$ cat src/hw/rtl/rmq_pkg.sv
package rmq_pkg;

    // fixed point format of matrix and quaternion
    localparam int FRAC_BITS = 14;
    localparam int ELEM_W    = 16;

    // square root unit: radicand, root and one stage per root bit
    localparam int SQ_IN_W    = 17;
    localparam int SQ_ROOT_W  = 17;
    localparam int SQ_STAGES  = SQ_ROOT_W;

    // divider unit: numerator, denominator and one stage per quotient bit
    localparam int DIV_NUM_W  = 32;
    localparam int DIV_DEN_W  = SQ_ROOT_W + 1;
    localparam int DIV_Q_W    = 24;
    localparam int DIV_STAGES = DIV_Q_W;

    typedef struct packed {
        logic signed [ELEM_W-1:0] elem_xx;
        logic signed [ELEM_W-1:0] elem_xy;
        logic signed [ELEM_W-1:0] elem_xz;
        logic signed [ELEM_W-1:0] elem_yx;
        logic signed [ELEM_W-1:0] elem_yy;
        logic signed [ELEM_W-1:0] elem_yz;
        logic signed [ELEM_W-1:0] elem_zx;
        logic signed [ELEM_W-1:0] elem_zy;
        logic signed [ELEM_W-1:0] elem_zz;
    } t_in_word;

    typedef struct packed {
        logic signed [ELEM_W-1:0] quat_w;
        logic signed [ELEM_W-1:0] quat_x;
        logic signed [ELEM_W-1:0] quat_y;
        logic signed [ELEM_W-1:0] quat_z;
        logic                     bad_matrix;
    } t_out_word;

endpackage

$ cat src/hw/rtl/rmq_div.sv
module rmq_div
    import rmq_pkg::*;
(
    input  logic                 i_clk,
    input  logic [DIV_NUM_W-1:0] i_num,
    input  logic [DIV_DEN_W-1:0] i_den,
    output logic [DIV_Q_W-1:0]   o_quot
);

    logic [DIV_DEN_W-1:0] r_rem [DIV_STAGES];
    logic [DIV_DEN_W-1:0] r_den [DIV_STAGES];
    logic [DIV_NUM_W-1:0] r_num [DIV_STAGES];
    logic [DIV_Q_W-1:0]   r_q   [DIV_STAGES];

    // restoring division, one quotient bit per stage
    for (genvar g = 0; g < DIV_STAGES; g++) begin : g_stage
        logic [DIV_DEN_W-1:0] p_rem;
        logic [DIV_DEN_W-1:0] p_den;
        logic [DIV_NUM_W-1:0] p_num;
        logic [DIV_Q_W-1:0]   p_q;
        logic [DIV_DEN_W:0]   cur;

        if (g == 0) begin : g_first
            assign p_rem = DIV_DEN_W'(i_num[DIV_NUM_W-1:DIV_Q_W]);
            assign p_den = i_den;
            assign p_num = i_num;
            assign p_q   = '0;
        end else begin : g_next
            assign p_rem = r_rem[g-1];
            assign p_den = r_den[g-1];
            assign p_num = r_num[g-1];
            assign p_q   = r_q[g-1];
        end

        assign cur = {p_rem, p_num[DIV_Q_W-1-g]};

        always_ff @(posedge i_clk) begin
            if (cur >= {1'b0, p_den}) begin
                r_rem[g] <= DIV_DEN_W'(cur - {1'b0, p_den});
                r_q[g]   <= {p_q[DIV_Q_W-2:0], 1'b1};
            end else begin
                r_rem[g] <= DIV_DEN_W'(cur);
                r_q[g]   <= {p_q[DIV_Q_W-2:0], 1'b0};
            end
            r_den[g] <= p_den;
            r_num[g] <= p_num;
        end
    end

    assign o_quot = r_q[DIV_STAGES-1];

endmodule

$ cat config.mk
export PLATFORM = sky130hd
export DESIGN_NAME = rmq_div
export DESIGN_NICKNAME = d
export VERILOG_FILES = /design/src/hw/rtl/rmq_pkg.sv /design/src/hw/rtl/rmq_div.sv
export SDC_FILE = /design/constraint.sdc
export NUM_CORES = 2
export LEC_CHECK = 0
export ABC_AREA = 0
export BUFFER_PORTS_ARGS = -buffer_cell sky130_fd_sc_hd__buf_2
export CAP_MARGIN = 20
export CELL_PAD_IN_SITES_DETAIL_PLACEMENT = 1
export CELL_PAD_IN_SITES_GLOBAL_PLACEMENT = 1
export CORE_ASPECT_RATIO = 1.5
export CORE_MARGIN = 2
export CORE_UTILIZATION = 52
export CTS_BUF_LIST = sky130_fd_sc_hd__clkbuf_4 sky130_fd_sc_hd__clkbuf_8
export DETAILED_ROUTE_END_ITERATION = 8
export PLACE_DENSITY = 0.78
export SLEW_MARGIN = 20
export SYNTH_ARGS = -nofsm -noshare
export SYNTH_HDL_FRONTEND = slang
export SYNTH_SLANG_ARGS = --single-unit
$ cat constraint.sdc
create_clock -name i_clk -period 4.2 [get_ports i_clk]
set_clock_uncertainty 0.05 [all_clocks]
set_input_delay 0.63 -clock i_clk [delete_from_list [all_inputs] [get_ports i_clk]]
set_output_delay 0.63 -clock i_clk [all_outputs]
set_load 0.05 [all_outputs]
== Yosys cells after proc, flatten, opt, wreduce, memory -nomap -nowiden ==
Memories as Yosys holds them, arrays and structs flattened.
Cells that the tools add are included.

* Add/sub/neg operators: 24
* $lt $le $gt $ge: 24
* Muxes and demuxes: 120
* Bitwise logic cells: 48

{| class="wikitable"
|+ Operator list
! kind !! number
|-
| $mux 24 || 24
|-
| $ge 19x18->1 || 23
|-
| $mux 18 || 24
|-
| $sub 18x18->18 || 23
|-
| $mux 1 || 72
|-
| $or 1x1->1 || 48
|-
| $ge 9x18->1 || 1
|-
| $sub 9x18->18 || 1
|}

* Flip-flop bits (word level): 0
* Bits in writable memories: 2208
* Input bits: 51
* Output and inout port bits: 24
* Word-level logic and storage cells: 220
* Memories kept: 4

{| class="wikitable"
|+ Memory list
! memory !! depth !! width !! rd ports !! clocked after memory_dff !! write ports !! RTL line !! RTL
|-
| r_num || 24 || 32 || 23 || 0 || 24 || rmq_div.sv:12 || <nowiki>logic [DIV_NUM_W-1:0] r_num [DIV_STAGES];</nowiki>
|-
| r_q || 24 || 24 || 24 || 0 || 24 || rmq_div.sv:13 || <nowiki>logic [DIV_Q_W-1:0] r_q [DIV_STAGES];</nowiki>
|-
| r_den || 24 || 18 || 23 || 0 || 24 || rmq_div.sv:11 || <nowiki>logic [DIV_DEN_W-1:0] r_den [DIV_STAGES];</nowiki>
|-
| r_rem || 24 || 18 || 23 || 0 || 24 || rmq_div.sv:10 || <nowiki>logic [DIV_DEN_W-1:0] r_rem [DIV_STAGES];</nowiki>
|}

== Logic depth before layout (Yosys ltp) ==
An unclocked memory read counts as a cell.

* Depth after elaboration: 5
* Depth in mapped cells: 13
* Mapped depth without buffers: 12

== Worst setup path after synthesis ==
No wires, ideal clock.

* Kind: reg-to-reg
* Start point: mem r_den[9][2] (netlist name)
* End point: mem r_rem[5][10] (netlist name)
* Library setup time: 121 ps
* Data arrival time: 2859 ps
* Setup slack: 1170 ps
* Stages on the path, launching flop included: 11
* Path buffers: 1
* Period minus slack after synthesis: 3030 ps
* Cells stage by stage: dfxtp_1 > inv_1 > ha_1 > and3_1 > a221o_1 > o41ai_4 > o211a_4 > nor2_2 > a2111oi_4 > buf_6 > mux2_4

{| class="wikitable"
|+ RTL lines
! what !! RTL line
|-
| start: declaration || rmq_div.sv:11
|-
| end: declaration || rmq_div.sv:10
|}

==> out/results.ini <==
[final_layout]
layout.nets = 5896
finish.utilization_pct = 59.54
nFillCells = 11030
drive_above_1_share_pct = 13.54
syn2layout_area_growth_pct = 13.82

[grt]
grt_use_total_pct = 25.87
grt_overflow = 0
antenna_found_initial = 2
grt_pass1_vias = 42090
grt_max_degree = 35
grt_pass1_wl_um = 214100

[yosys]
syn_avg_cell_area_um2 = 10.50
synth_fp_nets = 5604
synth_seq_cells = 1404
synth_edf_count = 0
synth_ff_type = dfxtp_1
netlist_instances = 5107
ys_types = 87
async_flop_share_pct = 0
yosysWarningCount = 0
yosysSeqAreaShare_pct = 52.41
synth_area_mm2 = 0.05363

[power]
p_leak_nw = 28.14
power.switching_mw = 17.35
power.density_mw_per_mm2 = 798.1
p_int_mw = 31.37
switching_share_pct = 35.61
ir_drop_mv = 0.3856
power_frac_comb_pct = 38.3
p_seq_share_pct = 36.5
clkPwrFrac_pct = 25.2

[run_status]
status = completed

[worst_setup_path]
worstPathRequired_ps = 4920
max_stage_delay_ps = 800
path_class = reg -> reg
crit_path_top_delay_cell = a2111oi_0
cpMostUsedCell = inv_1
critPathCaptureType = flip-flop
start_kind = flip-flop
critPathBufInv = 2
cp_data_arrival_time_ps = 4350
worstPathMaxFanout = 3
critical-path-top-delay-family = compound AO/OA/AOI/OAI gates
crit_chain = inv_1 -> ha_1 -> inv_1 -> fa_1 -> a211o_1 -> a21oi_1 -> o21ai_0 -> a2111oi_0 -> or3_1 -> nand2_1 -> xor2_1 -> mux2_2

[clock_network]
clock_sinks = 1404
cts_made_buffers = 201
cts_tree = done
clock_path_buffers = 3
htreeDepth = 4
postCtsSetupBuffers = 0
clk_pin_slew_ps = 70
clock-root-buffer = clkbuf_8
ctsResizeCount = 0
worstSkewPairLatency_ps = 890

[placement]
dp_hpwl_um = 103000
portBuffers = 74
gp_congestion = 0.8812

[timing]
hold_violations = 0
period_share_pct = 86.40
finalCriticalPeriod_ps = 3629
slew_viol_final = 0
rsz0062_at_grt = no
slew_headroom_pct = 22.86
tightest_slew_ps = 1147
finalSetupTns_ps = 0
setup_viol = 0
max_freq_mhz = 275.6

[drt]
drt_pass1_iterations = 5
routed_via_density = 5.455
wire_per_inst_um = 19.89
drt-total-wl_um = 136800
route.detailed.drc = 0
drtIter0Drc = 1303
postRouteAntennaNets = 0
vias = 37520

[floorplan]
fp.dieW_um = 266.2
row_count = 144
dieArea_mm2 = 0.1058
die_h_um = 397.3
boundaryPins = 75
start_util_pct = 52.31
core_area_mm2 = 0.1025

[flow_run]
maxCapViolations = 0

[hold_path]
hold_class = reg -> reg

## path summary, 6_finish.rpt
check / startpoint / depth (start not counted) / to / slack, ps
worst min-delay path: r_num[6][15] / 0 / r_num[7][15] / 270
worst max-delay path: r_num[10][12] / 12 / r_rem[5][30] / 570
worst max register to register: r_num[10][12] / 12 / r_rem[5][30] / 570
worst min register to register: r_num[6][15] / 0 / r_num[7][15] / 270
## cells in the mapped netlist (13+ instances only)
library cell / instances / area (um^2)
nor2_1: 213 / 799.5
dfxtp_1: 1404 / 28110
a21o_1: 163 / 1224
xor2_1: 111 / 972.2
clkbuf_1: 57 / 214.0
o21a_1: 67 / 503.0
a21oi_1: 339 / 1697
inv_1: 554 / 2079
xnor2_1: 198 / 1734
o21ai_0: 273 / 1366
nor3_1: 59 / 295.3
a211o_1: 13 / 113.9
nand2b_1: 44 / 275.3
a211oi_1: 38 / 285.3
a2111oi_0: 25 / 219.0
and2_1: 14 / 87.58
o21bai_1: 45 / 337.8
o31ai_1: 23 / 172.7
and3_1: 34 / 212.7
nand2_1: 271 / 1017
nand3_1: 67 / 335.3
nand4_1: 55 / 344.1
a31oi_1: 40 / 250.2
mux2_2: 215 / 2421
nor2b_1: 44 / 275.3
or3_1: 17 / 106.4
fa_1: 23 / 460.4
ha_1: 423 / 5293
nor4_1: 19 / 118.9
or2_2: 13 / 81.33
mux2i_1: 25 / 250.2
o211ai_1: 23 / 172.7
a21boi_0: 14 / 105.1
## sequential cells by signal, summed over array words and instances, names as in the netlist
signal  cells
r_den     414
r_q       300
r_rem     414
r_num     276
## metal layers
metal  track usage, %  up-vias  wire length (um)
met5                0        -                 0
met4            18.19        0              9844
met3            3.992      436              3338
met2            55.52      620             82200
met1            19.85    18270             41400
li1                 -    18200                 -
## worst register-to-register path, delay by kind of cell (launching register included)
family	cells	cell delay, ps
AO/OA/AOI/OAI	4	1550
multiplexers	1	260
flip-flops	1	310
buffers and inverters	2	130
AND/OR/NAND/NOR	2	450
XOR/XNOR	1	160
adder cells (fa/ha/maj)	2	590
## kinds of logic (layout without fill, tap and decap cells)
| group | count (synthesis) | in the layout | synth area share [%] |
|---|---|---|---|
| flip-flops | 1404 | 1404 | 52.41 |
| AO/OA/AOI/OAI | 1179 | 1179 | 14.12 |
| AND/OR/NAND/NOR | 892 | 892 | 8.014 |
| buffers and inverters | 629 | 1084 | 4.473 |
| adder cells (fa/ha/maj) | 446 | 446 | 10.73 |
| XOR/XNOR | 309 | 309 | 5.047 |
| multiplexers | 248 | 248 | 5.205 |
| other | 0 | 2 | 0 |
## power by group through the flow
stage	sequential (mW)	combinational, mW	clock (mW)
after floorplan	17.6	13.2	0
after global placement	17.9	17.7	0
after detailed placement	18.0	18.4	0
after CTS	17.8	18.7	12.6
after global routing	18.0	20.4	13.2
final	17.8	18.7	12.3
## area by class of cell
class / count / area, um^2 / area share, %
timing repair buffer: 164 / 1234 / 2.021
multi-input combinational: 3074 / 23220 / 38.05
sequential: 1404 / 28110 / 46.05
clock inverter: 53 / 764.5 / 1.252
tap: 1314 / 1644 / 2.693
clock buffer: 313 / 3983 / 6.525
inverter: 554 / 2079 / 3.407
antenna: 2 / 5.005 / 0.008199
## cells in the final DEF, fill, tap and decap left out, drive strengths merged, types with 40 or more instances in the layout
cell / count
a21o: 163
a21oi: 339
a31oi: 40
buf: 114
clkbuf: 313
dfxtp: 1404
dlygate4sd3: 50
ha: 423
inv: 562
mux2: 223
nand2: 271
nand2b: 44
nand3: 67
nand4: 55
nor2: 214
nor2b: 44
nor3: 59
o21a: 67
o21ai: 277
o21bai: 45
xnor2: 198
xor2: 111
## metrics by stage
step / power (mW) / setup slack [ps] / hold WS (ps) / instance area [um^2] / std cells
floorplan: 30.84 / 1170 / 259.6 / 53630 / 5107
global placement: 35.66 / 700.0 / 259.5 / 55790 / 6460
detailed placement: 36.39 / 674.8 / 263.2 / 55790 / 6460
CTS: 49.07 / 598.9 / 233.6 / 61030 / 6876
global route: 51.66 / 224.6 / 271.9 / 61040 / 6878
finish: 48.71 / 571.3 / 267.6 / 61040 / 6878
## what timing repair did
item	CTS	global route
hold endpoints to repair	57	0
endpoints found under the setup margin	0	0
hold buffers	50	0
(Power assumes the default switching activity.)
