### config.mk
export PLATFORM = sky130hd
export DESIGN_NAME = rmq_sqrt
export DESIGN_NICKNAME = d
export VERILOG_FILES = /design/src/hw/rtl/rmq_pkg.sv /design/src/hw/rtl/rmq_sqrt.sv
export SDC_FILE = /design/constraint.sdc
export NUM_CORES = 1
export LEC_CHECK = 0
export BUFFER_PORTS_ARGS = -buffer_cell sky130_fd_sc_hd__clkbuf_2
export CAP_MARGIN = 10
export CORE_UTILIZATION = 60
export CTS_CLUSTER_DIAMETER = 40
export DETAILED_ROUTE_END_ITERATION = 10
export PLACE_DENSITY = 0.89
export SLEW_MARGIN = 20
export SYNTH_ARGS = -nofsm -noshare
export SYNTH_HDL_FRONTEND = slang
export SYNTH_SLANG_ARGS = --single-unit
### constraint.sdc
create_clock -name i_clk -period 5.45 [get_ports i_clk]
set_input_delay 0.2725 -clock i_clk [delete_from_list [all_inputs] [get_ports i_clk]]
set_output_delay 0.2725 -clock i_clk [all_outputs]
set_load 0.02 [all_outputs]
### src/hw/rtl/rmq_pkg.sv
package rmq_pkg;

    // fixed point format of matrix and quaternion
    localparam int FRAC_BITS = 14;
    localparam int ELEM_W    = 16;

    // square root unit: radicand, root and one stage per root bit
    localparam int SQ_IN_W    = 17;
    localparam int SQ_ROOT_W  = 17;
    localparam int SQ_STAGES  = SQ_ROOT_W;

    // divider unit: numerator, denominator and one stage per quotient bit
    localparam int DIV_NUM_W  = 32;
    localparam int DIV_DEN_W  = SQ_ROOT_W + 1;
    localparam int DIV_Q_W    = 24;
    localparam int DIV_STAGES = DIV_Q_W;

    typedef struct packed {
        logic signed [ELEM_W-1:0] elem_xx;
        logic signed [ELEM_W-1:0] elem_xy;
        logic signed [ELEM_W-1:0] elem_xz;
        logic signed [ELEM_W-1:0] elem_yx;
        logic signed [ELEM_W-1:0] elem_yy;
        logic signed [ELEM_W-1:0] elem_yz;
        logic signed [ELEM_W-1:0] elem_zx;
        logic signed [ELEM_W-1:0] elem_zy;
        logic signed [ELEM_W-1:0] elem_zz;
    } t_in_word;

    typedef struct packed {
        logic signed [ELEM_W-1:0] quat_w;
        logic signed [ELEM_W-1:0] quat_x;
        logic signed [ELEM_W-1:0] quat_y;
        logic signed [ELEM_W-1:0] quat_z;
        logic                     bad_matrix;
    } t_out_word;

endpackage

### src/hw/rtl/rmq_sqrt.sv
module rmq_sqrt
    import rmq_pkg::*;
(
    input  logic                 i_clk,
    input  logic [SQ_IN_W-1:0]   i_rad,
    output logic [SQ_ROOT_W-1:0] o_root
);

    localparam int NW    = 2 * SQ_STAGES;
    localparam int REM_W = SQ_ROOT_W + 2;

    logic [REM_W-1:0]     r_rem  [SQ_STAGES];
    logic [SQ_ROOT_W-1:0] r_root [SQ_STAGES];
    logic [NW-1:0]        r_n    [SQ_STAGES];

    // one root bit per stage, two radicand bits brought down each time
    for (genvar g = 0; g < SQ_STAGES; g++) begin : g_stage
        logic [REM_W-1:0]     p_rem;
        logic [SQ_ROOT_W-1:0] p_root;
        logic [NW-1:0]        p_n;
        logic [REM_W+1:0]     cur;
        logic [REM_W+1:0]     trial;

        if (g == 0) begin : g_first
            assign p_rem  = '0;
            assign p_root = '0;
            assign p_n    = NW'(i_rad) << (FRAC_BITS + 2);
        end else begin : g_next
            assign p_rem  = r_rem[g-1];
            assign p_root = r_root[g-1];
            assign p_n    = r_n[g-1];
        end

        assign cur   = {p_rem, p_n[NW-1-2*g -: 2]};
        assign trial = (REM_W + 2)'({p_root, 2'b01});

        always_ff @(posedge i_clk) begin
            if (cur >= trial) begin
                r_rem[g]  <= REM_W'(cur - trial);
                r_root[g] <= {p_root[SQ_ROOT_W-2:0], 1'b1};
            end else begin
                r_rem[g]  <= REM_W'(cur);
                r_root[g] <= {p_root[SQ_ROOT_W-2:0], 1'b0};
            end
            r_n[g] <= p_n;
        end
    end

    assign o_root = r_root[SQ_STAGES-1];

endmodule

Word-level counts from Yosys, hierarchy flattened
Memories as Yosys holds them, arrays and structs flattened.
Index checks and enable logic that the tools add are counted.
W data, S select, Z words.
- word-level logic and storage cells: 156
- memories: 3
- output and inout bits: 17
- register bits after elaboration: 0
- bits in read-only memories: 0
- memory bits (writable): 1190
- bits in latches: 0
- input port bits: 18
- bitwise logic cells: 34
- $lt $le $gt $ge: 17
- shift-type cells: 0
- add/sub/neg operators: 17
- equal/unequal tests: 0
- multiply operators: 0
- reduce and logical (&&, ||, !) cells: 0
- multiplexer cells: 85
- divide/modulo/power cells: 0
- memories (memory ; depth ; bits a word ; read ports ; clocked after Yosys merged registers in ; wr ports ; RTL line ; source):
    r_n ; 17 ; 34 ; 16 ; 0 ; 17 ; rmq_sqrt.sv:14 ; logic [NW-1:0] r_n [SQ_STAGES];
    r_rem ; 17 ; 19 ; 16 ; 0 ; 17 ; rmq_sqrt.sv:12 ; logic [REM_W-1:0] r_rem [SQ_STAGES];
    r_root ; 17 ; 17 ; 17 ; 0 ; 17 ; rmq_sqrt.sv:13 ; logic [SQ_ROOT_W-1:0] r_root [SQ_STAGES];
- operators by type and width (cell ; number):
    $ge A21 B19 Y1 ; 16
    $mux W19 ; 17
    $sub A19 B19 Y19 ; 16
    $mux W17 ; 17
    $mux W1 ; 51
    $or A1 B1 Y1 ; 34
    $sub A1 B1 Y2 const B ; 1
    $ge A1 B1 Y1 const B ; 1

Logic depth before layout (Yosys ltp)
Gate-level depths: netlist of run 1.
An unclocked memory read counts as a cell.
- depth in word-level cells: 5
- depth in mapped cells: 11
- depth with buffers taken out: 10

Worst setup path after synthesis of run 1
Ideal clock, no wire load.
- kind: register -> register
- start point: memory r_root[12][1]
- end point: memory r_rem[13][6] (netlist name)
- required time: 5329 ps
- path buffers: 0
- slack: 2877 ps
- data arrival time: 2452 ps
- setup time: 121 ps
- cell stages (with the launch flop): 8
- clock period less this slack: 2573 ps
- cells stage by stage: dfxtp_1 -> inv_1 -> ha_1 -> a211oi_1 -> o2111ai_1 -> a221o_1 -> a2111oi_4 -> mux2_2
- RTL lines (item ; RTL line):
    start: declaration ; rmq_sqrt.sv:13
    end: declaration ; rmq_sqrt.sv:12

==> results of run 1 <==
-- layout by cell type (no fill, tap or decap), drive strengths merged, types with 12 or more instances in the layout --
cell | Yosys | routed
dfxtp | 496 | 496
inv | 206 | 214
ha | 155 | 155
nor2 | 152 | 152
a21oi | 138 | 138
o21ai | 110 | 110
clkbuf | 18 | 105
xnor2 | 101 | 101
nand2 | 97 | 97
xor2 | 77 | 77
nor3 | 67 | 67
mux2 | 44 | 44
nand3 | 33 | 33
nor4 | 32 | 32
o21a | 30 | 30
a21o | 26 | 26
nor2b | 24 | 24
nand2b | 23 | 23
or3 | 23 | 23
dlygate4sd3 | 0 | 17
a211oi | 16 | 16
nand4 | 16 | 16
or2 | 15 | 15
o31ai | 13 | 13
o211ai | 12 | 12
nand3b | 12 | 12
-- worst max-delay path, cell delays in order, from the launching register on --
cell	delay, ps
dfxtp_1	330
inv_1	40
ha_1	320
o21ai_0	190
a2111oi_1	790
a2111o_1	560
nand2b_1	250
nor4_1	380
xor2_1	200
-- final timing paths --
check             slack [ps]                  from              endpoint  cells after the start
hold / removal           310              i_rad[8]    r_n[0][24]$_DFF_P_                      2
hold reg to reg          330   r_n[0][155]$_DFF_P_   r_n[0][189]$_DFF_P_                      0
setup reg to reg        2300  r_root[4][0]$_DFF_P_  r_rem[5][18]$_DFF_P_                      8
setup / recovery        2300  r_root[4][0]$_DFF_P_  r_rem[5][18]$_DFF_P_                      8
-- what timing repair did --
action,CTS,global route
hold buffers,17,0
endpoints found under the hold margin,17,0
buffers inserted,0,0
-- routing by layer --
metal | up-vias | wire (um) | track usage, %
met3 | 159 | 2140 | 4.30
met4 | 0 | 1850 | 12.9
met1 | 7459 | 17500 | 27.3
li1 | 7512 | - | -
met2 | 509 | 23200 | 46.9
met5 | - | 0 | 0
-- cell type report --
type / instances / area share [%]
flip-flops and latches: 496 / 42.3
multi-input cells: 1381 / 42.0
well taps: 448 / 2.39
clock inverters: 29 / 1.95
clock buffers: 71 / 6.42
inverters: 206 / 3.30
repair buffers: 57 / 1.64
-- sequential cells by signal, summed over array words and instances (netlist names) --
signal  flops
r_rem     271
r_root    138
r_n        87
-- cells by family (layout without fill, tap and decap cells) --
kind of cell    after synthesis  after routing  share of synthesized area [%]
xor+xnor                    178            178                           7.55
fa+ha+maj                   162            162                           10.1
simple gates                543            543                           13.4
buf+inv                     230            363                           4.25
other cells                   1              1                         0.0182
flops                       496            496                           48.1
compound gates              443            443                           13.8
mux                          54             54                           2.88
-- where the power goes --
part	leakage [nW]	total, W	switching, W	internal [W]
logic	5.86	0.00207	0.00110	0.000971
registers	4.13	0.00482	0.000520	0.00430
clock network	0.964	0.00393	0.00149	0.00244
total	10.9	0.0108	0.00311	0.00771
-- cells in the mapped netlist, drive strengths merged (18+ instances only) --
cell,instances,area (um^2)
a21o,26,195
a21oi,138,691
clkbuf,18,67.6
dfxtp,496,9930
ha,155,1940
inv,206,773
mux2,44,495
nand2,97,364
nand2b,23,144
nand3,33,165
nor2,152,571
nor2b,24,150
nor3,67,340
nor4,32,200
o21a,30,225
o21ai,110,551
or3,23,149
xnor2,101,885
xor2,77,674
-- metrics by stage --
stage | area (um^2) | instances
floorplan | 20700 | 2107
global placement | 21300 | 2571
detailed placement | 21300 | 2571
CTS | 23500 | 2688
global route | 23500 | 2688
finish | 23500 | 2688
==> metrics.md, run 1 <==
| Metric | Value |
|---|---|
| Hpwl dp | 31,000 um |
| I/O pin count | 35 |
| # clock sinks | 496 |
| FF+latch area | 9930 um^2 |
| Pin count of the biggest net entering global routing | 29 |
| Fin worst setup slack | 2300 ps |
| Core ar. | 33,700 um^2 |
| Antenna-violating nets left | 0 |
| Setup tns final | 0 ps |
| Yosys warns | 0 |
| Worst slew pin tran | 841 ps |
| Die Span Y | 188 um |
| WL final | 44,800 um |
| Worst-Skew Late Latency | 600 ps |
| Library cells used by synthesis | 77 |
| Mean area per synthesized cell | 9.80 um^2 |
| Port bufs | 34 |
| Initial antenna violation count | 0 |
| Vias/cell | 5.82 |
| DRC viols | 0 |
| GR Overflow Total | 0 |
| Commonest register cell after synthesis | dfxtp_1 |
| # Max-Cap Violations | 0 |
| Die width | 188 um |
| Avg WL per Cell | 16.6 um |
| GRT Util Overall | 25.2% |
| Crit path arrival time | 3670 ps |
| CTS buffer count | 54 |
| Resized cells post-CTS | 0 |
| Multi-input gate area | 9850 um^2 |
| Static leakage | 10.9 nW |
| Initial Utilization | 61.3% |
| Post-synth EDFFs | 0 |
| Synthesis-to-finish area growth | 13.6% |
| Utilization after layout | 69.6% |
| Pre-antenna DRT Iters | 6 |
| First-pass GRT wire length | 74,100 um |
| Total Power | 0.0108 W |
| Number of H-tree levels | 2 |
| Period utilization | 57.8% |
| Ys async rst share | 0% |
| Root Buffer Master | clkbuf_16 |
| Seq cells post-synth | 496 |
| Drt initial violations | 872 |
| CP required | 5970 ps |
| Final setup viols | 0 |
| Seq/Total Area, Yosys | 48.1% |
| Diode count | 0 |
| Fraction of layout cells with a size suffix above 1 | 9.20% |
| Final hold violations | 0 |
| Min Tclk post-route | 3150 ps |
| NumNets Final | 2,376 |
| CP max FO | 14 |
| Power per cell area | 461 nW/um^2 |
| Layout Skew | 23.4 ps |
| Worst hold margin | 313 ps |
| Worst min path class | primary input to register |
| Vias in the first global route | 16,000 |
| Worst Setup Start Kind | register |
| Rows | 67 |
| Final Max Tran Viols | 0 |
| Dpl ws | 2300 ps |
| Mapped cell area | 20,700 um^2 |
| Clock transition at the registers of the reported paths | 60 ps |
| Setup CP Type | register to register |
| Status | complete, no violations |
| Via count | 15,600 |
| Die ar. | 35,200 um^2 |
| Slew HR | 43.8% |
| Clk buf depth | 3 |
| Max Clk Rate | 317 MHz |
| VDD IR max | 340 uV |
| TritonCTS clock tree | built |
| Post-Syn Nets | 2,287 |
| Fillers | 2,341 |
| Syn Inst Count | 2,107 |
| RSZ-0062 raised after global routing | false |
| Gpl congestion | 0.930 |
| Critical path endpoint category | register |
Note: power is estimated with default switching activity, not from simulation.
==> inputs of run 2 (changes only) <==
==> constraint.sdc (replaced) <==
create_clock -name i_clk -period 2.9 [get_ports i_clk]
set_input_delay 0.145 -clock i_clk [delete_from_list [all_inputs] [get_ports i_clk]]
set_output_delay 0.145 -clock i_clk [all_outputs]
set_load 0.02 [all_outputs]
==> run 2 against run 1 <==
Cell area up 0.70%; critical path depth unchanged; register-to-register slack got worse by 2200 ps; final cell count is 0.97% higher; first-iteration DRC count is 5.8% higher; hold slack worse by 110 ps; largest power group unchanged.
==> metrics.md, run 2 (same netlist as run 1, synthesis figures left out) <==
| Metric | Value |
|---|---|
| Status | complete, no violations (unchanged) |
| Hpwl dp | 30,700 um (was 31,000 um) |
| First-pass GRT wire length | 72,700 um (was 74,100 um) |
| Setup CP Type | register to register (unchanged) |
| GRT Util Overall | 24.6% (was 25.2%) |
| Port bufs | 34 (unchanged) |
| WL final | 43,600 um (was 44,800 um) |
| Placed instance count | 2,594 (was 2,571) |
| Clk buf depth | 3 (unchanged) |
| CP max FO | 13 (was 14) |
| Fillers | 2,311 (was 2,341) |
| DRC viols | 0 (unchanged) |
| Pre-antenna DRT Iters | 5 (was 6) |
| Min Tclk post-route | 2780 ps (was 3150 ps) |
| Fraction of layout cells with a size suffix above 1 | 10.5% (was 9.20%) |
| Die width | 188 um (unchanged) |
| VDD IR max | 536 uV (was 340 uV) |
| Flop pwr share | 45.5% (was 44.6%) |
| Vias/cell | 5.69 (was 5.82) |
| Clock power share | 35.1% (was 36.3%) |
| Worst min path class | primary input to register (unchanged) |
| I/O pin count | 35 (unchanged) |
| Die ar. | 35,200 um^2 (unchanged) |
| Vias in the first global route | 15,800 (was 16,000) |
| Rows | 67 (unchanged) |
| Fin worst setup slack | 125 ps (was 2300 ps) |
| Critical path endpoint category | register (unchanged) |
| Initial antenna violation count | 0 (unchanged) |
| # clock sinks | 496 (unchanged) |
| Synthesis-to-finish area growth | 14.4% (was 13.6%) |
| TritonCTS clock tree | built (unchanged) |
| Slew HR | 49.2% (was 43.8%) |
| Max Clk Rate | 360 MHz (was 317 MHz) |
| Final Max Tran Viols | 0 (unchanged) |
| RSZ-0062 raised after global routing | false (unchanged) |
| Max reg flops | 271 (unchanged) |
| Worst-Skew Late Latency | 590 ps (was 600 ps) |
| GR Overflow Total | 0 (unchanged) |
| Die Span Y | 188 um (unchanged) |
| Number of H-tree levels | 2 (unchanged) |
| Fin cells | 2,714 (was 2,688) |
| Power per cell area | 843 nW/um^2 (was 461 nW/um^2) |
| CTS buffer count | 57 (was 54) |
| CP required | 3360 ps (was 5970 ps) |
| Via count | 15,400 (was 15,600) |
| Period utilization | 95.7% (was 57.8%) |
| Antenna-violating nets left | 0 (unchanged) |
| Core ar. | 33,700 um^2 (unchanged) |
| Final hold violations | 0 (unchanged) |
| Setup tns final | 0 ps (unchanged) |
| Comb power frac | 19.4% (was 19.1%) |
| Switching portion of total power | 29.0% (was 28.7%) |
| Pin count of the biggest net entering global routing | 28 (was 29) |
| Avg WL per Cell | 16.1 um (was 16.6 um) |
| Final setup viols | 0 (unchanged) |
| Net Switching | 0.00578 W (was 0.00311 W) |
| Crit path arrival time | 3240 ps (was 3670 ps) |
| NumNets Final | 2,403 (was 2,376) |
| Commonest non-fill, non-tap cell in the layout | dfxtp_1 (unchanged) |
| Root Buffer Master | clkbuf_16 (unchanged) |
| Initial Utilization | 61.3% (unchanged) |
| Diode count | 0 (unchanged) |
| Worst hold margin | 204 ps (was 313 ps) |
| # Max-Cap Violations | 0 (unchanged) |
| Biggest regs | r_rem: 271 flops, r_root: 138 flops, r_n: 87 flops (unchanged) |
| Static leakage | 11.0 nW (was 10.9 nW) |
| Top reg by flops | r_rem (unchanged) |
| Clock transition at the registers of the reported paths | 60 ps (about the same) |
| Worst slew pin tran | 752 ps (was 841 ps) |
| Layout Skew | 33.7 ps (was 23.4 ps) |
| Leading cell types in the layout, fill and taps excluded | 496 x dfxtp_1, 206 x inv_1, 155 x ha_1 (unchanged) |
| Dpl ws | 48.2 ps (was 2300 ps) |
| Gpl congestion | 0.900 (was 0.930) |
| Drt initial violations | 923 (was 872) |
| Worst Setup Start Kind | register (unchanged) |
| Internal power | 0.0141 W (was 0.00771 W) |
[run 2: cell types whose count changed in the layout (fill, tap and decap cells not counted), moves of 2 or more]
cell and delta:
buf_4 +22, bufinv_16 -7, clkinv_4 +6, clkbuf_16 +5, clkinvlp_4 +4, a2111oi_1 -2
buf_12 +2, clkbuf_1 -2, clkbuf_8 -2
[run 2: worst max-delay path, cell delays in order (launching register included)]
cell and delay [ps]:
dfxtp_1 340, inv_1 60, ha_1 370, o211ai_1 110, o21ai_0 470, o2111ai_2 240, a2111oi_4 340, or2_2 350
mux2_2 370
[run 2: timing repair]
item,in CTS,in global routing
hold buffers,17,0
buffers inserted,0,1
hold endpoints to repair,17,0
setup endpoints to repair,0,29
gates resized for setup,0,6
[run 2: power groups by stage]
stage | Sequential, W | Clock (W) | Combinational [W]
after floorplan | 0.00886 | 0 | 0.00299
after global placement | 0.00913 | 0 | 0.00356
after detailed placement | 0.00918 | 0 | 0.00373
after CTS | 0.00905 | 0.00707 | 0.00382
after global routing | 0.00918 | 0.00739 | 0.00431
final | 0.00907 | 0.00699 | 0.00386
[run 2: final cells by class]
type | instances | area [um^2] | area share (%)
clock inverters | 30 | 304 | 1.29
clock buffers | 72 | 1600 | 6.75
flip-flops and latches | 496 | 9930 | 42.0
well taps | 448 | 561 | 2.37
repair buffers | 81 | 591 | 2.50
inverters | 206 | 773 | 3.27
multi-input cells | 1381 | 9870 | 41.8
[run 2: path summary, 6_finish.rpt]
kind                          from              endpoint  slack [ps]  depth (start not counted)
max          r_root[11][4]$_DFF_P_  r_rem[12][5]$_DFF_P_         120                          8
min                       i_rad[2]    r_n[0][18]$_DFF_P_         200                          2
max reg2reg  r_root[11][4]$_DFF_P_  r_rem[12][5]$_DFF_P_         120                          8
min reg2reg    r_n[0][155]$_DFF_P_   r_n[0][189]$_DFF_P_         320                          0
[run 2: per-layer routing]
metal | vias up | share of wire [%] | global-route usage, %
li1 | 7560 | - | -
met1 | 7349 | 41 | 28.1
met2 | 416 | 51 | 45.4
met3 | 120 | 4.2 | 3.33
met4 | 0 | 3.3 | 11.0
met5 | - | 0 | 0
[run 2: per-stage QoR]
| stage | area (um^2) | util [%] | power, W |
|---|---|---|---|
| after floorplan | 20700 | - | 0.0118 |
| after global placement | 21500 | 63.9 | 0.0127 |
| after detailed placement | 21500 | 63.9 | 0.0129 |
| after CTS | 23600 | 70.0 | 0.0199 |
| final | 23600 | 70.1 | 0.0199 |
| after global routing | 23600 | 70.1 | 0.0209 |
==> inputs of run 3 (changes only) <==
--- a/config.mk
+++ b/config.mk
@@ -5,12 +5,13 @@
 export SDC_FILE = /design/constraint.sdc
 export NUM_CORES = 1
 export LEC_CHECK = 0
+export ABC_AREA = 1
 export BUFFER_PORTS_ARGS = -buffer_cell sky130_fd_sc_hd__clkbuf_2
 export CAP_MARGIN = 10
 export CORE_UTILIZATION = 60
 export CTS_CLUSTER_DIAMETER = 40
 export DETAILED_ROUTE_END_ITERATION = 10
-export PLACE_DENSITY = 0.89
+export PLACE_DENSITY = 0.79
 export SLEW_MARGIN = 20
 export SYNTH_ARGS = -nofsm -noshare
 export SYNTH_HDL_FRONTEND = slang
==> run 3 against run 2 <==
Clock-buffer cell count grew 4; highest routed layer unchanged; sequential share of layout area fell by 5.4 points; synthesized cell count rose by 58%; setup slack better by 490 ps; hold slack got worse by 16 ps; wire length grew 30%.
==> metrics.md, run 3 <==
| Metric | Value |
|---|---|
| Status | complete, no violations (unchanged) |
| Avg WL per Cell | 14.1 um (was 16.1 um) |
| # clock sinks | 496 (unchanged) |
| Clk buf depth | 3 (unchanged) |
| Commonest register cell after synthesis | dfxtp_1 (unchanged) |
| Hold Crit Depth | 2 (unchanged) |
| Layout Skew | 19.7 ps (was 33.7 ps) |
| Setup CP Type | register to register (unchanged) |
| TritonCTS clock tree | built (unchanged) |
| Yosys warns | 0 (unchanged) |
| Via count | 20,700 (was 15,400) |
| Crit path arrival time | 2800 ps (was 3240 ps) |
| Gpl congestion | 0.982 (was 0.900) |
| Drt initial violations | 1,233 (was 923) |
| # Max-Cap Violations | 0 (unchanged) |
| Min Tclk post-route | 2290 ps (was 2780 ps) |
| Area contributors post-synth | dfxtp_1 41%, nand2_1 15%, inv_1 8.6%, ha_1 8.1%, nand3_1 5.0% (was dfxtp_1 48%, ha_1 9.4%, xnor2_1 4.3%, inv_1 3.7%, a21oi_1 3.3%) |
| Max Clk Rate | 437 MHz (was 360 MHz) |
| Post-Syn Nets | 3,514 (was 2,287) |
| Power per cell area | 885 nW/um^2 (was 843 nW/um^2) |
| Core ar. | 39,100 um^2 (was 33,700 um^2) |
| HP Start | i_rad[12] (was i_rad[2]) |
| Pin count of the biggest net entering global routing | 22 (was 28) |
| Commonest non-fill, non-tap cell in the layout | nand2_1 (was dfxtp_1) |
| Hold endpoint | r_n[0][28]$_DFF_P_ (was r_n[0][18]$_DFF_P_) |
| I/O pin count | 35 (unchanged) |
| WL final | 56,500 um (was 43,600 um) |
| Worst reg2reg path depth | 9 (was 8) |
| RSZ-0062 raised after global routing | false (unchanged) |
| R2r endpoint | r_rem[11][14]$_DFF_P_ (was r_rem[12][5]$_DFF_P_) |
| Multi-input gate area | 11,800 um^2 (was 9870 um^2) |
| Seq/Total Area, Yosys | 41.3% (was 48.1%) |
| Top reg by flops | r_rem (unchanged) |
| Critical path endpoint category | register (unchanged) |
| NumNets Final | 3,613 (was 2,403) |
| Mapped cell area | 24,000 um^2 (was 20,700 um^2) |
| CTS buffer count | 67 (was 57) |
| Reg-to-reg setup timing slack | 610 ps (was 120 ps) |
| Pre-antenna DRT Iters | 8 (was 5) |
| Worst min path class | primary input to register (unchanged) |
| GRT Util Overall | 28.3% (was 24.6%) |
| Synth top cells by count | 986 x nand2_1, 549 x inv_1, 496 x dfxtp_1, 274 x nor2_1, 239 x nand3_1 (was 496 x dfxtp_1, 206 x inv_1, 155 x ha_1, 152 x nor2_1, 138 x a21oi_1) |
| Vias in the first global route | 20,500 (was 15,800) |
| FF+latch area | 9930 um^2 (unchanged) |
| Fraction of layout cells with a size suffix above 1 | 6.65% (was 10.5%) |
| Mean area per synthesized cell | 7.21 um^2 (was 9.80 um^2) |
| DRC viols | 0 (unchanged) |
| Final hold violations | 0 (unchanged) |
| Clock transition at the registers of the reported paths | 60 ps (about the same) |
| Resized cells post-CTS | 0 (unchanged) |
| First-pass GRT wire length | 95,200 um (was 72,700 um) |
| Vias/cell | 5.16 (was 5.69) |
| VDD IR max | 663 uV (was 536 uV) |
| Leading cell types in the layout, fill and taps excluded | 986 x nand2_1, 549 x inv_1, 496 x dfxtp_1 (was 496 x dfxtp_1, 206 x inv_1, 155 x ha_1) |
| Seq cells post-synth | 496 (unchanged) |
| Synthesis-to-finish area growth | 12.9% (was 14.4%) |
| Syn Inst Count | 3,334 (was 2,107) |
| Rows | 72 (was 67) |
| Ys async rst share | 0% (unchanged) |
| CP max FO | 4 (was 13) |
| Diode count | 0 (unchanged) |
| CP required | 3420 ps (was 3360 ps) |
| Post-synth EDFFs | 0 (unchanged) |
| Port bufs | 34 (unchanged) |
| Top-area cell type share of the netlist area | 41.3% (was 48.1%) |
| Period utilization | 78.8% (was 95.7%) |
| Biggest regs | r_rem: 271 flops, r_root: 138 flops, r_n: 87 flops (unchanged) |
| Slew HR | 56.4% (was 49.2%) |
| Worst-Skew Late Latency | 590 ps (about the same) |
| GR Overflow Total | 0 (unchanged) |
| Final setup viols | 0 (unchanged) |
| Library cells used by synthesis | 48 (was 77) |
| Area leader, netlist | dfxtp_1 (unchanged) |
| Max reg flops | 271 (unchanged) |
| Worst Setup Start Kind | register (unchanged) |
| Worst hold margin | 189 ps (was 204 ps) |
| Hpwl dp | 43,600 um (was 30,700 um) |
| Die ar. | 40,800 um^2 (was 35,200 um^2) |
| Worst slew pin tran | 654 ps (was 752 ps) |
| Antenna-violating nets left | 0 (unchanged) |
| Worst reg2reg path startpoint | r_rem[10][0]$_SDFF_PP0_ (was r_root[11][4]$_DFF_P_) |
| Initial antenna violation count | 0 (unchanged) |
| Count leader, synth | nand2_1 (was dfxtp_1) |
| Fillers | 3,279 (was 2,311) |
| Root Buffer Master | clkbuf_16 (unchanged) |
| Static leakage | 14.6 nW (was 11.0 nW) |
| Number of H-tree levels | 3 (was 2) |
| Setup tns final | 0 ps (unchanged) |
| Initial Utilization | 61.4% (was 61.3%) |
| Die Span Y | 202 um (was 188 um) |
| Die width | 202 um (was 188 um) |
| Final Max Tran Viols | 0 (unchanged) |
[run 3: changes by cell type after synthesis, moves of 19 or more]
cell      previous run  this run
a21o_1              26         1
inv_1              206       549
mux2_2              44         0
nand2_1             97       986
nand2b_1            23         2
nand3_1             33       239
nand4_1             16        42
nor2_1             152       274
nor2b_1             24         0
nor3_1              66        47
nor4_1              32         3
o21a_1              30         1
or3_1               22         0
xnor2_1            101        48
[run 3: worst max-delay path, cell delays in order (launching register included)]
cell	delay [ps]
dfxtp_1	380
ha_1	260
inv_1	80
fa_1	420
o21ai_0	410
nand2_1	100
nand2_1	150
a21oi_1	90
or2_2	280
nand2_1	60
[run 3: worst max path at each step]
stage                                 start                     to  slack, ps  cells past startpoint
floorplan           r_rem[10][0]$_SDFF_PP0_  r_rem[11][14]$_DFF_P_        930                      9
global placement    r_rem[10][0]$_SDFF_PP0_  r_rem[11][14]$_DFF_P_        700                      9
detailed placement  r_rem[10][0]$_SDFF_PP0_  r_rem[11][14]$_DFF_P_        630                      9
CTS                 r_rem[10][0]$_SDFF_PP0_  r_rem[11][14]$_DFF_P_        610                      9
global route           r_root[6][0]$_DFF_P_    r_rem[7][1]$_DFF_P_        420                     11
finish              r_rem[10][0]$_SDFF_PP0_  r_rem[11][14]$_DFF_P_        610                      9
[run 3: cell families (layout without fill, tap and decap cells)]
kind of cell,after synthesis,count (layout),synth area share [%]
buffers and inverters,587,740,9.69
flip-flops,496,496,41.3
other,1,1,0.0156
adder cells (fa/ha/maj),162,162,8.66
AO/OA/AOI/OAI,299,299,6.75
AND/OR/NAND/NOR,1682,1682,29.7
XOR/XNOR,107,107,3.90
[run 3: area by class of cell]
class,count,area share (%)
Sequential cell,496,36.6
Clock buffer,76,6.61
Clock inverter,47,1.75
Inverter,559,7.77
Timing Repair Buffer,58,1.45
Tap cell,518,2.39
Multi-Input combinational cell,2251,43.4
[run 3: repair_timing]
item / in CTS / in global routing
setup buffers: 0 / 0
hold buffers: 17 / 0
endpoints found under the hold margin: 17 / 0
[run 3: report_power, final]
part,switching (W),internal (W),total [W]
logic,0.00423,0.00234,0.00658
registers,0.00111,0.00822,0.00933
clock network,0.00329,0.00480,0.00809
[run 3: metal layers]
metal | vias up | global-route usage, % | wire length, um
met5 | - | 0 | 0
met1 | 9341 | 32.5 | 23600
met3 | 149 | 3.81 | 2400
li1 | 10600 | - | -
met4 | 0 | 12.1 | 2180
met2 | 574 | 52.3 | 28300
[run 3: metrics by stage]
step                power [W]  std cells  util [%]  instance area [um^2]  worst slack, ps
finish                 0.0240       4005      69.3                 27100              613
global route           0.0256       4005      69.3                 27100              420
CTS                    0.0241       4005      69.3                 27100              611
detailed placement     0.0159       3865      63.1                 24700              626
global placement       0.0157       3865      63.1                 24700              699
floorplan              0.0141       3334         -                 24000              931
